`config.mk`:
```
export PLATFORM = sky130hd
export DESIGN_NAME = fixed_block_free_list_allocator_core
export DESIGN_NICKNAME = d
export VERILOG_FILES = /design/src/rtl/fbfl_pkg.sv /design/src/rtl/fixed_block_free_list_allocator_core.sv /design/src/rtl/fbfl_ram.sv /design/src/rtl/fbfl_ctrl.sv /design/src/rtl/fbfl_dp.sv
export SDC_FILE = /design/constraint.sdc
export NUM_CORES = 2
export LEC_CHECK = 0
export ABC_AREA = 1
export BUFFER_PORTS_ARGS = -buffer_cell sky130_fd_sc_hd__buf_2
export CAP_MARGIN = 0
export CORE_MARGIN = 2
export CORE_UTILIZATION = 51
export CTS_CLUSTER_DIAMETER = 30
export CTS_CLUSTER_SIZE = 30
export DETAILED_ROUTE_END_ITERATION = 16
export MAX_ROUTING_LAYER = met4
export PLACE_DENSITY = 0.67
export SYNTH_ARGS = -nofsm -noshare
export SYNTH_HDL_FRONTEND = slang
export SYNTH_SLANG_ARGS = --single-unit
```
`constraint.sdc`:
```
create_clock -name clk -period 23.3 [get_ports clk]
set_clock_uncertainty 0.2 [all_clocks]
set_input_delay 3.495 -clock clk [delete_from_list [all_inputs] [get_ports clk]]
set_output_delay 3.495 -clock clk [all_outputs]
set_load 0.05 [all_outputs]
```
`src/rtl/fbfl_pkg.sv`:
```
// Shared package for the fixed-block free-list allocator.
// Holds the block size, request/response payload structs, codes and the
// command/status structs between controller and datapath. No dependencies.
package fbfl_pkg;

	localparam int unsigned BLOCK_BYTES    = 256;
	localparam int unsigned BLK_SHIFT      = $clog2(BLOCK_BYTES);
	localparam int unsigned MAX_BLOCKS_DEF = 256;

	typedef enum logic [1:0] {
		OP_INIT  = 2'd0,
		OP_ALLOC = 2'd1,
		OP_FREE  = 2'd2,
		OP_NOP   = 2'd3
	} op_t;

	typedef enum logic [1:0] {
		ST_OK    = 2'd0,
		ST_EMPTY = 2'd1,
		ST_SIZE  = 2'd2,
		ST_ADDR  = 2'd3
	} status_t;

	typedef enum logic [2:0] {
		S_IDLE,
		S_EXEC,
		S_WAIT,
		S_WALK,
		S_DONE
	} state_t;

	typedef struct packed {
		logic [1:0]  op;
		logic [31:0] req_size;
		logic [31:0] block_addr;
	} req_t;

	typedef struct packed {
		logic [31:0] addr;
		logic [1:0]  status;
	} rsp_t;

	typedef struct packed {
		logic    load_req;
		logic    init_start;
		logic    walk_step;
		logic    link_read;
		logic    pop_commit;
		logic    push_commit;
		logic    resp_load;
		status_t resp_status;
		logic    resp_use_addr;
	} ctrl_t;

	typedef struct packed {
		op_t  op;
		logic size_bad;
		logic list_empty;
		logic addr_bad;
		logic pool_zero;
		logic walk_last;
		logic out_free;
	} stat_t;

endpackage

```
`src/rtl/fixed_block_free_list_allocator_core.sv`:
```
// Free, nop and rejected requests: result loaded from the execute state once the output is free.
// Alloc: a read of the link RAM first (execute state), result loaded from the wait state.
// Init: walks the link RAM one block per cycle over the saturated block count, then
// loads the result from the done state; one request in flight at a time.
// Reset: config zero, list empty; link RAM undefined and not cleared.
module fixed_block_free_list_allocator_core #(
	parameter int unsigned MAX_BLOCKS = fbfl_pkg::MAX_BLOCKS_DEF
) (
	input  logic           clk,
	input  logic           arst_n,
	input  logic           in_valid,
	output logic           in_stall,
	input  fbfl_pkg::req_t in_data,
	output logic           out_valid,
	input  logic           out_stall,
	output fbfl_pkg::rsp_t out_data,
	input  logic           cfg_we,
	input  logic           cfg_index,
	input  logic [31:0]    cfg_data
);

	fbfl_pkg::ctrl_t cmd;
	fbfl_pkg::stat_t stat;

	fbfl_ctrl u_ctrl (
		.clk     (clk),
		.arst_n  (arst_n),
		.in_valid(in_valid),
		.in_stall(in_stall),
		.stat    (stat),
		.cmd     (cmd)
	);

	fbfl_dp #(
		.MAX_BLOCKS(MAX_BLOCKS)
	) u_dp (
		.clk      (clk),
		.arst_n   (arst_n),
		.cfg_we   (cfg_we),
		.cfg_index(cfg_index),
		.cfg_data (cfg_data),
		.in_data  (in_data),
		.out_valid(out_valid),
		.out_stall(out_stall),
		.out_data (out_data),
		.cmd      (cmd),
		.stat     (stat)
	);

	a_resp_slot_free: assert property (@(posedge clk) disable iff (!arst_n)
		cmd.resp_load |-> stat.out_free)
		else $error("response loaded over a stalled result");

	a_pop_not_empty: assert property (@(posedge clk) disable iff (!arst_n)
		cmd.pop_commit |-> !stat.list_empty)
		else $error("pop from an empty free list");

	a_out_from_load: assert property (@(posedge clk) disable iff (!arst_n)
		$rose(out_valid) |-> $past(cmd.resp_load))
		else $error("result shown without a response load");

endmodule

```
`src/rtl/fbfl_ram.sv`:
```
// Generic single-write, single-read RAM with registered read data.
// Standalone; no package dependency.
module fbfl_ram #(
	parameter int unsigned WIDTH = 8,
	parameter int unsigned DEPTH = 16
) (
	input  logic             clk,
	input  logic             we,
	input  logic [(DEPTH > 1 ? $clog2(DEPTH) : 1)-1:0] waddr,
	input  logic [WIDTH-1:0] wdata,
	input  logic             re,
	input  logic [(DEPTH > 1 ? $clog2(DEPTH) : 1)-1:0] raddr,
	output logic [WIDTH-1:0] rdata
);

	logic [WIDTH-1:0] mem_q [DEPTH];

	always_ff @(posedge clk) begin
		if (we) begin
			mem_q[waddr] <= wdata;
		end
		if (re) begin
			rdata <= mem_q[raddr];
		end
	end

endmodule

```
`src/rtl/fbfl_ctrl.sv`:
```
// Controller state machine of the free-list allocator.
// Depends on fbfl_pkg for the state enum and command/status structs.
module fbfl_ctrl (
	input  logic            clk,
	input  logic            arst_n,
	input  logic            in_valid,
	output logic            in_stall,
	input  fbfl_pkg::stat_t stat,
	output fbfl_pkg::ctrl_t cmd
);

	fbfl_pkg::state_t state_q, state_d;

	always_ff @(posedge clk or negedge arst_n) begin
		if (!arst_n) begin
			state_q <= fbfl_pkg::S_IDLE;
		end else begin
			state_q <= state_d;
		end
	end

	// next state
	always_comb begin
		state_d = state_q;
		case (state_q)
			fbfl_pkg::S_IDLE: begin
				if (in_valid) state_d = fbfl_pkg::S_EXEC;
			end
			fbfl_pkg::S_EXEC: begin
				case (stat.op)
					fbfl_pkg::OP_INIT: begin
						state_d = stat.pool_zero ? fbfl_pkg::S_DONE : fbfl_pkg::S_WALK;
					end
					fbfl_pkg::OP_ALLOC: begin
						if (!stat.size_bad && !stat.list_empty) begin
							state_d = fbfl_pkg::S_WAIT;
						end else if (stat.out_free) begin
							state_d = fbfl_pkg::S_IDLE;
						end
					end
					default: begin
						if (stat.out_free) state_d = fbfl_pkg::S_IDLE;
					end
				endcase
			end
			fbfl_pkg::S_WAIT: begin
				if (stat.out_free) state_d = fbfl_pkg::S_IDLE;
			end
			fbfl_pkg::S_WALK: begin
				if (stat.walk_last) state_d = fbfl_pkg::S_DONE;
			end
			fbfl_pkg::S_DONE: begin
				if (stat.out_free) state_d = fbfl_pkg::S_IDLE;
			end
			default: state_d = fbfl_pkg::S_IDLE;
		endcase
	end

	// commands
	always_comb begin
		cmd = '0;
		cmd.resp_status = fbfl_pkg::ST_OK;
		in_stall = (state_q != fbfl_pkg::S_IDLE);
		case (state_q)
			fbfl_pkg::S_IDLE: begin
				cmd.load_req = in_valid;
			end
			fbfl_pkg::S_EXEC: begin
				case (stat.op)
					fbfl_pkg::OP_INIT: begin
						cmd.init_start = 1'b1;
					end
					fbfl_pkg::OP_ALLOC: begin
						if (stat.size_bad) begin
							cmd.resp_load   = stat.out_free;
							cmd.resp_status = fbfl_pkg::ST_SIZE;
						end else if (stat.list_empty) begin
							cmd.resp_load   = stat.out_free;
							cmd.resp_status = fbfl_pkg::ST_EMPTY;
						end else begin
							cmd.link_read = 1'b1;
						end
					end
					fbfl_pkg::OP_FREE: begin
						cmd.resp_load = stat.out_free;
						if (stat.size_bad) begin
							cmd.resp_status = fbfl_pkg::ST_SIZE;
						end else if (stat.addr_bad) begin
							cmd.resp_status = fbfl_pkg::ST_ADDR;
						end else begin
							cmd.push_commit = stat.out_free;
						end
					end
					default: begin
						cmd.resp_load = stat.out_free;
					end
				endcase
			end
			fbfl_pkg::S_WAIT: begin
				// link data held in the RAM output register until the pop lands
				cmd.resp_load     = stat.out_free;
				cmd.pop_commit    = stat.out_free;
				cmd.resp_use_addr = 1'b1;
			end
			fbfl_pkg::S_WALK: begin
				cmd.walk_step = 1'b1;
			end
			fbfl_pkg::S_DONE: begin
				cmd.resp_load = stat.out_free;
			end
			default: begin
				cmd = '0;
			end
		endcase
	end

endmodule

```
`src/rtl/fbfl_dp.sv`:
```
// Datapath of the free-list allocator: config, head/count/base registers,
// link store, address checks and output register.
// Depends on fbfl_pkg and fbfl_ram.
module fbfl_dp #(
	parameter int unsigned MAX_BLOCKS = fbfl_pkg::MAX_BLOCKS_DEF
) (
	input  logic            clk,
	input  logic            arst_n,
	input  logic            cfg_we,
	input  logic            cfg_index,
	input  logic [31:0]     cfg_data,
	input  fbfl_pkg::req_t  in_data,
	output logic            out_valid,
	input  logic            out_stall,
	output fbfl_pkg::rsp_t  out_data,
	input  fbfl_pkg::ctrl_t cmd,
	output fbfl_pkg::stat_t stat
);

	localparam int unsigned AW = (MAX_BLOCKS > 1) ? $clog2(MAX_BLOCKS) : 1;
	localparam int unsigned IW = $clog2(MAX_BLOCKS + 1);
	localparam logic [IW-1:0] NIL = IW'(MAX_BLOCKS);

	logic [31:0]    pool_base_q;
	logic [31:0]    pool_bytes_q;
	fbfl_pkg::req_t req_q;
	logic [IW-1:0]  head_q;
	logic [IW-1:0]  count_q;
	logic [31:0]    base_q;
	logic [IW-1:0]  walk_q;
	logic           out_valid_q;
	fbfl_pkg::rsp_t out_data_q;

	logic [31:0]   pool_blocks;
	logic [IW-1:0] init_count;
	logic [31:0]   off;
	logic [31:0]   free_idx;
	logic [IW-1:0] walk_next;
	logic [31:0]   alloc_addr;
	logic          ram_we;
	logic [AW-1:0] ram_waddr;
	logic [IW-1:0] ram_wdata;
	logic [IW-1:0] ram_rdata;

	always_ff @(posedge clk or negedge arst_n) begin
		if (!arst_n) begin
			pool_base_q  <= '0;
			pool_bytes_q <= '0;
		end else if (cfg_we) begin
			if (cfg_index) pool_bytes_q <= cfg_data;
			else pool_base_q <= cfg_data;
		end
	end

	always_ff @(posedge clk) begin
		if (cmd.load_req) req_q <= in_data;
	end

	// saturated block count of the configured pool
	assign pool_blocks = pool_bytes_q >> fbfl_pkg::BLK_SHIFT;
	assign init_count  = (pool_blocks > 32'(MAX_BLOCKS)) ? NIL : pool_blocks[IW-1:0];

	assign off        = req_q.block_addr - base_q;
	assign free_idx   = off >> fbfl_pkg::BLK_SHIFT;
	assign walk_next  = walk_q + IW'(1);
	assign alloc_addr = base_q + (32'(head_q) << fbfl_pkg::BLK_SHIFT);

	always_ff @(posedge clk or negedge arst_n) begin
		if (!arst_n) begin
			head_q  <= NIL;
			count_q <= '0;
			base_q  <= '0;
			walk_q  <= '0;
		end else begin
			if (cmd.init_start) begin
				count_q <= init_count;
				base_q  <= pool_base_q;
				head_q  <= (init_count != '0) ? '0 : NIL;
				walk_q  <= '0;
			end else if (cmd.walk_step) begin
				walk_q <= walk_next;
			end else if (cmd.pop_commit) begin
				head_q <= ram_rdata;
			end else if (cmd.push_commit) begin
				head_q <= free_idx[IW-1:0];
			end
		end
	end

	assign ram_we    = cmd.walk_step || cmd.push_commit;
	assign ram_waddr = cmd.walk_step ? walk_q[AW-1:0] : free_idx[AW-1:0];
	assign ram_wdata = cmd.walk_step ? ((walk_next < count_q) ? walk_next : NIL) : head_q;

	fbfl_ram #(
		.WIDTH(IW),
		.DEPTH(MAX_BLOCKS)
	) u_link_ram (
		.clk  (clk),
		.we   (ram_we),
		.waddr(ram_waddr),
		.wdata(ram_wdata),
		.re   (cmd.link_read),
		.raddr(head_q[AW-1:0]),
		.rdata(ram_rdata)
	);

	always_ff @(posedge clk or negedge arst_n) begin
		if (!arst_n) begin
			out_valid_q <= 1'b0;
		end else if (cmd.resp_load) begin
			out_valid_q <= 1'b1;
		end else if (!out_stall) begin
			out_valid_q <= 1'b0;
		end
	end

	always_ff @(posedge clk) begin
		if (cmd.resp_load) begin
			out_data_q.addr   <= cmd.resp_use_addr ? alloc_addr : '0;
			out_data_q.status <= cmd.resp_status;
		end
	end

	assign out_valid = out_valid_q;
	assign out_data  = out_data_q;

	assign stat.op         = fbfl_pkg::op_t'(req_q.op);
	assign stat.size_bad   = req_q.req_size > 32'(fbfl_pkg::BLOCK_BYTES);
	assign stat.list_empty = head_q >= NIL;
	assign stat.addr_bad   = (|off[fbfl_pkg::BLK_SHIFT-1:0]) || (free_idx >= 32'(count_q));
	assign stat.pool_zero  = (init_count == '0);
	assign stat.walk_last  = (walk_next == count_q);
	assign stat.out_free   = !out_valid_q || !out_stall;

endmodule
```
==> out/results.tsv <==
stage	metric	value	unit
logic_synthesis	syn_nets	8858	
logic_synthesis	Mapped Cells	8691	
timing	Peak Freq	0.158	GHz
power_and_ir_drop	Cell Pwr Density	94.8	mW/mm^2
global_route	vias in the first global route	69525	
route	wire length per cell	25.5	um
finish	layout cells sized above 1	12.1	%
timing	Slew Viols, Final	0	
floorplan	num ports	140	
route	Iteration-0 DRC Markers	10627	
power_and_ir_drop	P_leak	45.2	nW
worst_setup_path	Worst EP arrival	6.99	ns
timing	Worst-Margin Slew	1.28	ns
place	Port Buf Inserts	139	
global_route	largest net degree at the start of global routing	276	
clock_tree	Post-CTS Setup Repair Bufs	0	
logic_synthesis	Mapped Area	0.104	sq mm
global_route	global-route usage over all layers	29.5	%
route	Routed WL	302	mm
place	GP Congestion	0.952	
timing	TNS Setup	0	ns
logic_synthesis	number of synthesized flops with an enable pin	2413	
logic_synthesis	Seq cells post-synth	2532	
finish	Nets	8969	
floorplan	Initial Utilization	51.3	%
place	Post-DP HPWL	168	mm
global_route	initial antenna violation count	5	
logic_synthesis	top cells by area, synth	edfxtp_1 70%, o21ai_0 6.2%, nor2_1 5.4%	
power_and_ir_drop	VDD IR max	0.0000591	V
global_route	global route overflow	0	
route	Residual DRC	0	
finish	design area	0.122	sq mm
timing	setup repair after global routing missed its margin	no	
power_and_ir_drop	clock power share	57.0	%
logic_synthesis	Yosys warnings	0	
clock_tree	CTS Buffer Depth	4	
worst_hold_path	Hold Crit Class	flip-flop to flip-flop	
route	DRT Pass-1 Iters	7	
worst_setup_path	Worst Setup End Kind	flip-flop	
worst_setup_path	largest fanout on the critical path	238	
route	ANT nets after route	0	
route	DR vias/cell	6.09	
clock_tree	CTS Hold Bufs	0	
run_status	outcome	completed	
floorplan	DIE HEIGHT	455	um
logic_synthesis	most numerous cell in the Yosys netlist	edfxtp_1	
worst_setup_path	R2R setup slack	16.95	ns
floorplan	Die Area	0.207	sq mm
timing	final setup vio count	0	
worst_setup_path	crit path kind	flip-flop to flip-flop	
clock_tree	clock root buffer	clkbuf_16	
clock_tree	CTS Sinks	2532	
logic_synthesis	Mean Syn Cell Area	11.9	sq um
power_and_ir_drop	switching pwr	2.36	mW
route	vias post-DR	72186	
timing	fin crit period	6.35	ns
power_and_ir_drop	Comb pwr share	0.3	%
place	Post-DP Area	0.107	sq mm
timing	Final Cycle Share	27.2	%
power_and_ir_drop	Internal	9.21	mW
clock_tree	clk_lat worst skew	0.97	ns
logic_synthesis	Post-synth ARST share	4.70	%
logic_synthesis	top cell type's share of synthesized area	69.8	%
timing	final hold viol count	0	
global_route	first-pass GRT wire length	439	mm
worst_setup_path	CP startpoint kind	flip-flop	
floorplan	core footprint	0.202	sq mm
clock_tree	Inserted Clock Buffers	452	
logic_synthesis	top cells by count, synth	2,413 x edfxtp_1, 1,498 x nor2_1, 1,278 x o21ai_0	
run	Max-Cap Viols	0	
floorplan	Die Wd	455	um
worst_setup_path	Req. time, crit path	23.94	ns
clock_tree	H-tree levels	5	
floorplan	Rows	165	
clock_tree	Clock transition at path regs	0.05	ns
logic_synthesis	area leader, netlist	edfxtp_1	
clock_tree	CTS tree	built	
power_and_ir_drop	Sw Share	20.4	%
finish	area grow syn2layout	17.6	%
logic_synthesis	top_reg_cell synth	edfxtp_1	
timing	Slew HR	14.8	%
power_and_ir_drop	Seq pwr share	42.7	%
logic_synthesis	count of cell types in the netlist	46	
logic_synthesis	sequential cell area fraction in the yosys report	72.7	%
clock_tree	post_cts resized	0	
-- layout make-up --
cell class	instances	area, sq um
flip-flops and latches	2532	75500
repair buffers	222	1480
clock inverters	335	3770
fillers	15503	80100
clock buffers	493	11700
well taps	2672	3340
multi-input cells	5324	25200
diodes	3	7.51
inverters	270	1040
-- critical path: stages, from the launching register on --
cell and delay, ns:
dfrtp_4 0.75, inv_8 0.64, buf_12 0.65, buf_4 0.91, buf_4 0.87, o21ai_0 0.20, o22ai_1 0.21, nand2_1 0.07
nand3_1 0.17, nand3_1 0.23, nand3_1 0.20, nand3_1 0.36, a21oi_1 0.25, or2_2 0.17
-- stage by stage --
stage,hold WS [ns],power (mW),util (%),setup WS [ns],cells
6_report,0.281,11.6,60.4,16.95,11851
4_1_cts,0.286,11.6,60.4,16.97,11848
3_5_place_dp,0.273,5.06,52.7,16.14,11020
2_1_floorplan,0.248,5.04,-,10.01,8691
5_1_grt,0.316,11.8,60.4,16.65,11850
3_3_place_gp,0.264,5.06,52.7,16.22,11020
-- power by group through the flow --
stage / clock network [mW] / logic, mW / registers, mW
6_report: 6.60 / 0.0326 / 4.94
5_1_grt: 6.85 / 0.0372 / 4.94
4_1_cts: 6.64 / 0.0332 / 4.94
3_5_place_dp: 0 / 0.0327 / 5.03
3_3_place_gp: 0 / 0.0319 / 5.02
2_1_floorplan: 0 / 0.0136 / 5.02
-- registers in the layout, indices dropped and copies added, names as in the netlist --
| name | flops |
|---|---|
| u_dp.pool_base_q | 32 |
| u_dp.pool_bytes_q | 24 |
| u_dp.out_valid | 1 |
| u_dp.u_link_ram.mem_q | 2304 |
| u_dp.head_q | 9 |
| u_dp.stat | 2 |
| u_dp.u_link_ram.rdata | 9 |
| u_dp.count_q | 9 |
| u_dp.walk_q | 9 |
| u_ctrl.state_q | 3 |
| u_dp.req_q | 64 |
| u_dp.out_data | 34 |
| u_dp.base_q | 32 |
-- cells by family (layout without fill, tap and decap cells) --
kind of cell    after synthesis  in the layout  synth area share, %
other cells                   0              3                    0
xor+xnor                     17             17                0.144
buf+inv                     835           1320                 3.13
compound gates             1974           1974                 10.3
fa+ha+maj                    63             63                0.767
mux                           8              8               0.0868
simple gates               3262           3262                 12.9
flops                      2532           2532                 72.7
-- placed cells by master, fill, tap and decap left out, drive strengths merged, types with 54 or more instances in the layout --
cell type and instances:
edfxtp 2413, nor2 1535, o21ai 1282, nand2 1049, nand3 611, o22ai 587
clkbuf 493, inv 339, buf 222, clkinv 156, dfrtp 118, a21oi 78
ha 62, clkinvlp 56, bufinv 54
-- final timing paths --
kind | start | end | cells past startpoint
min in group asynchronous | arst_n | u_dp.pool_base_q[17] | 1
worst min register to register | u_dp.pool_bytes_q[28] | u_dp.pool_bytes_q[28] | 2
worst max-delay path | u_dp.head_q[0] | u_dp.u_link_ram.rdata[1] | 13
worst max register to register | u_dp.head_q[0] | u_dp.u_link_ram.rdata[1] | 13
worst min-delay path | u_dp.pool_bytes_q[28] | u_dp.pool_bytes_q[28] | 2
max in group asynchronous | arst_n | u_dp.head_q[2] | 2
-- routing by layer --
metal,track usage (%),share of wire [%]
met2,44.0,45
met3,6.63,11
met4,11.9,4.0
met1,39.3,39
met5,-,0
No activity file was read; power rests on OpenSTA's default activity.
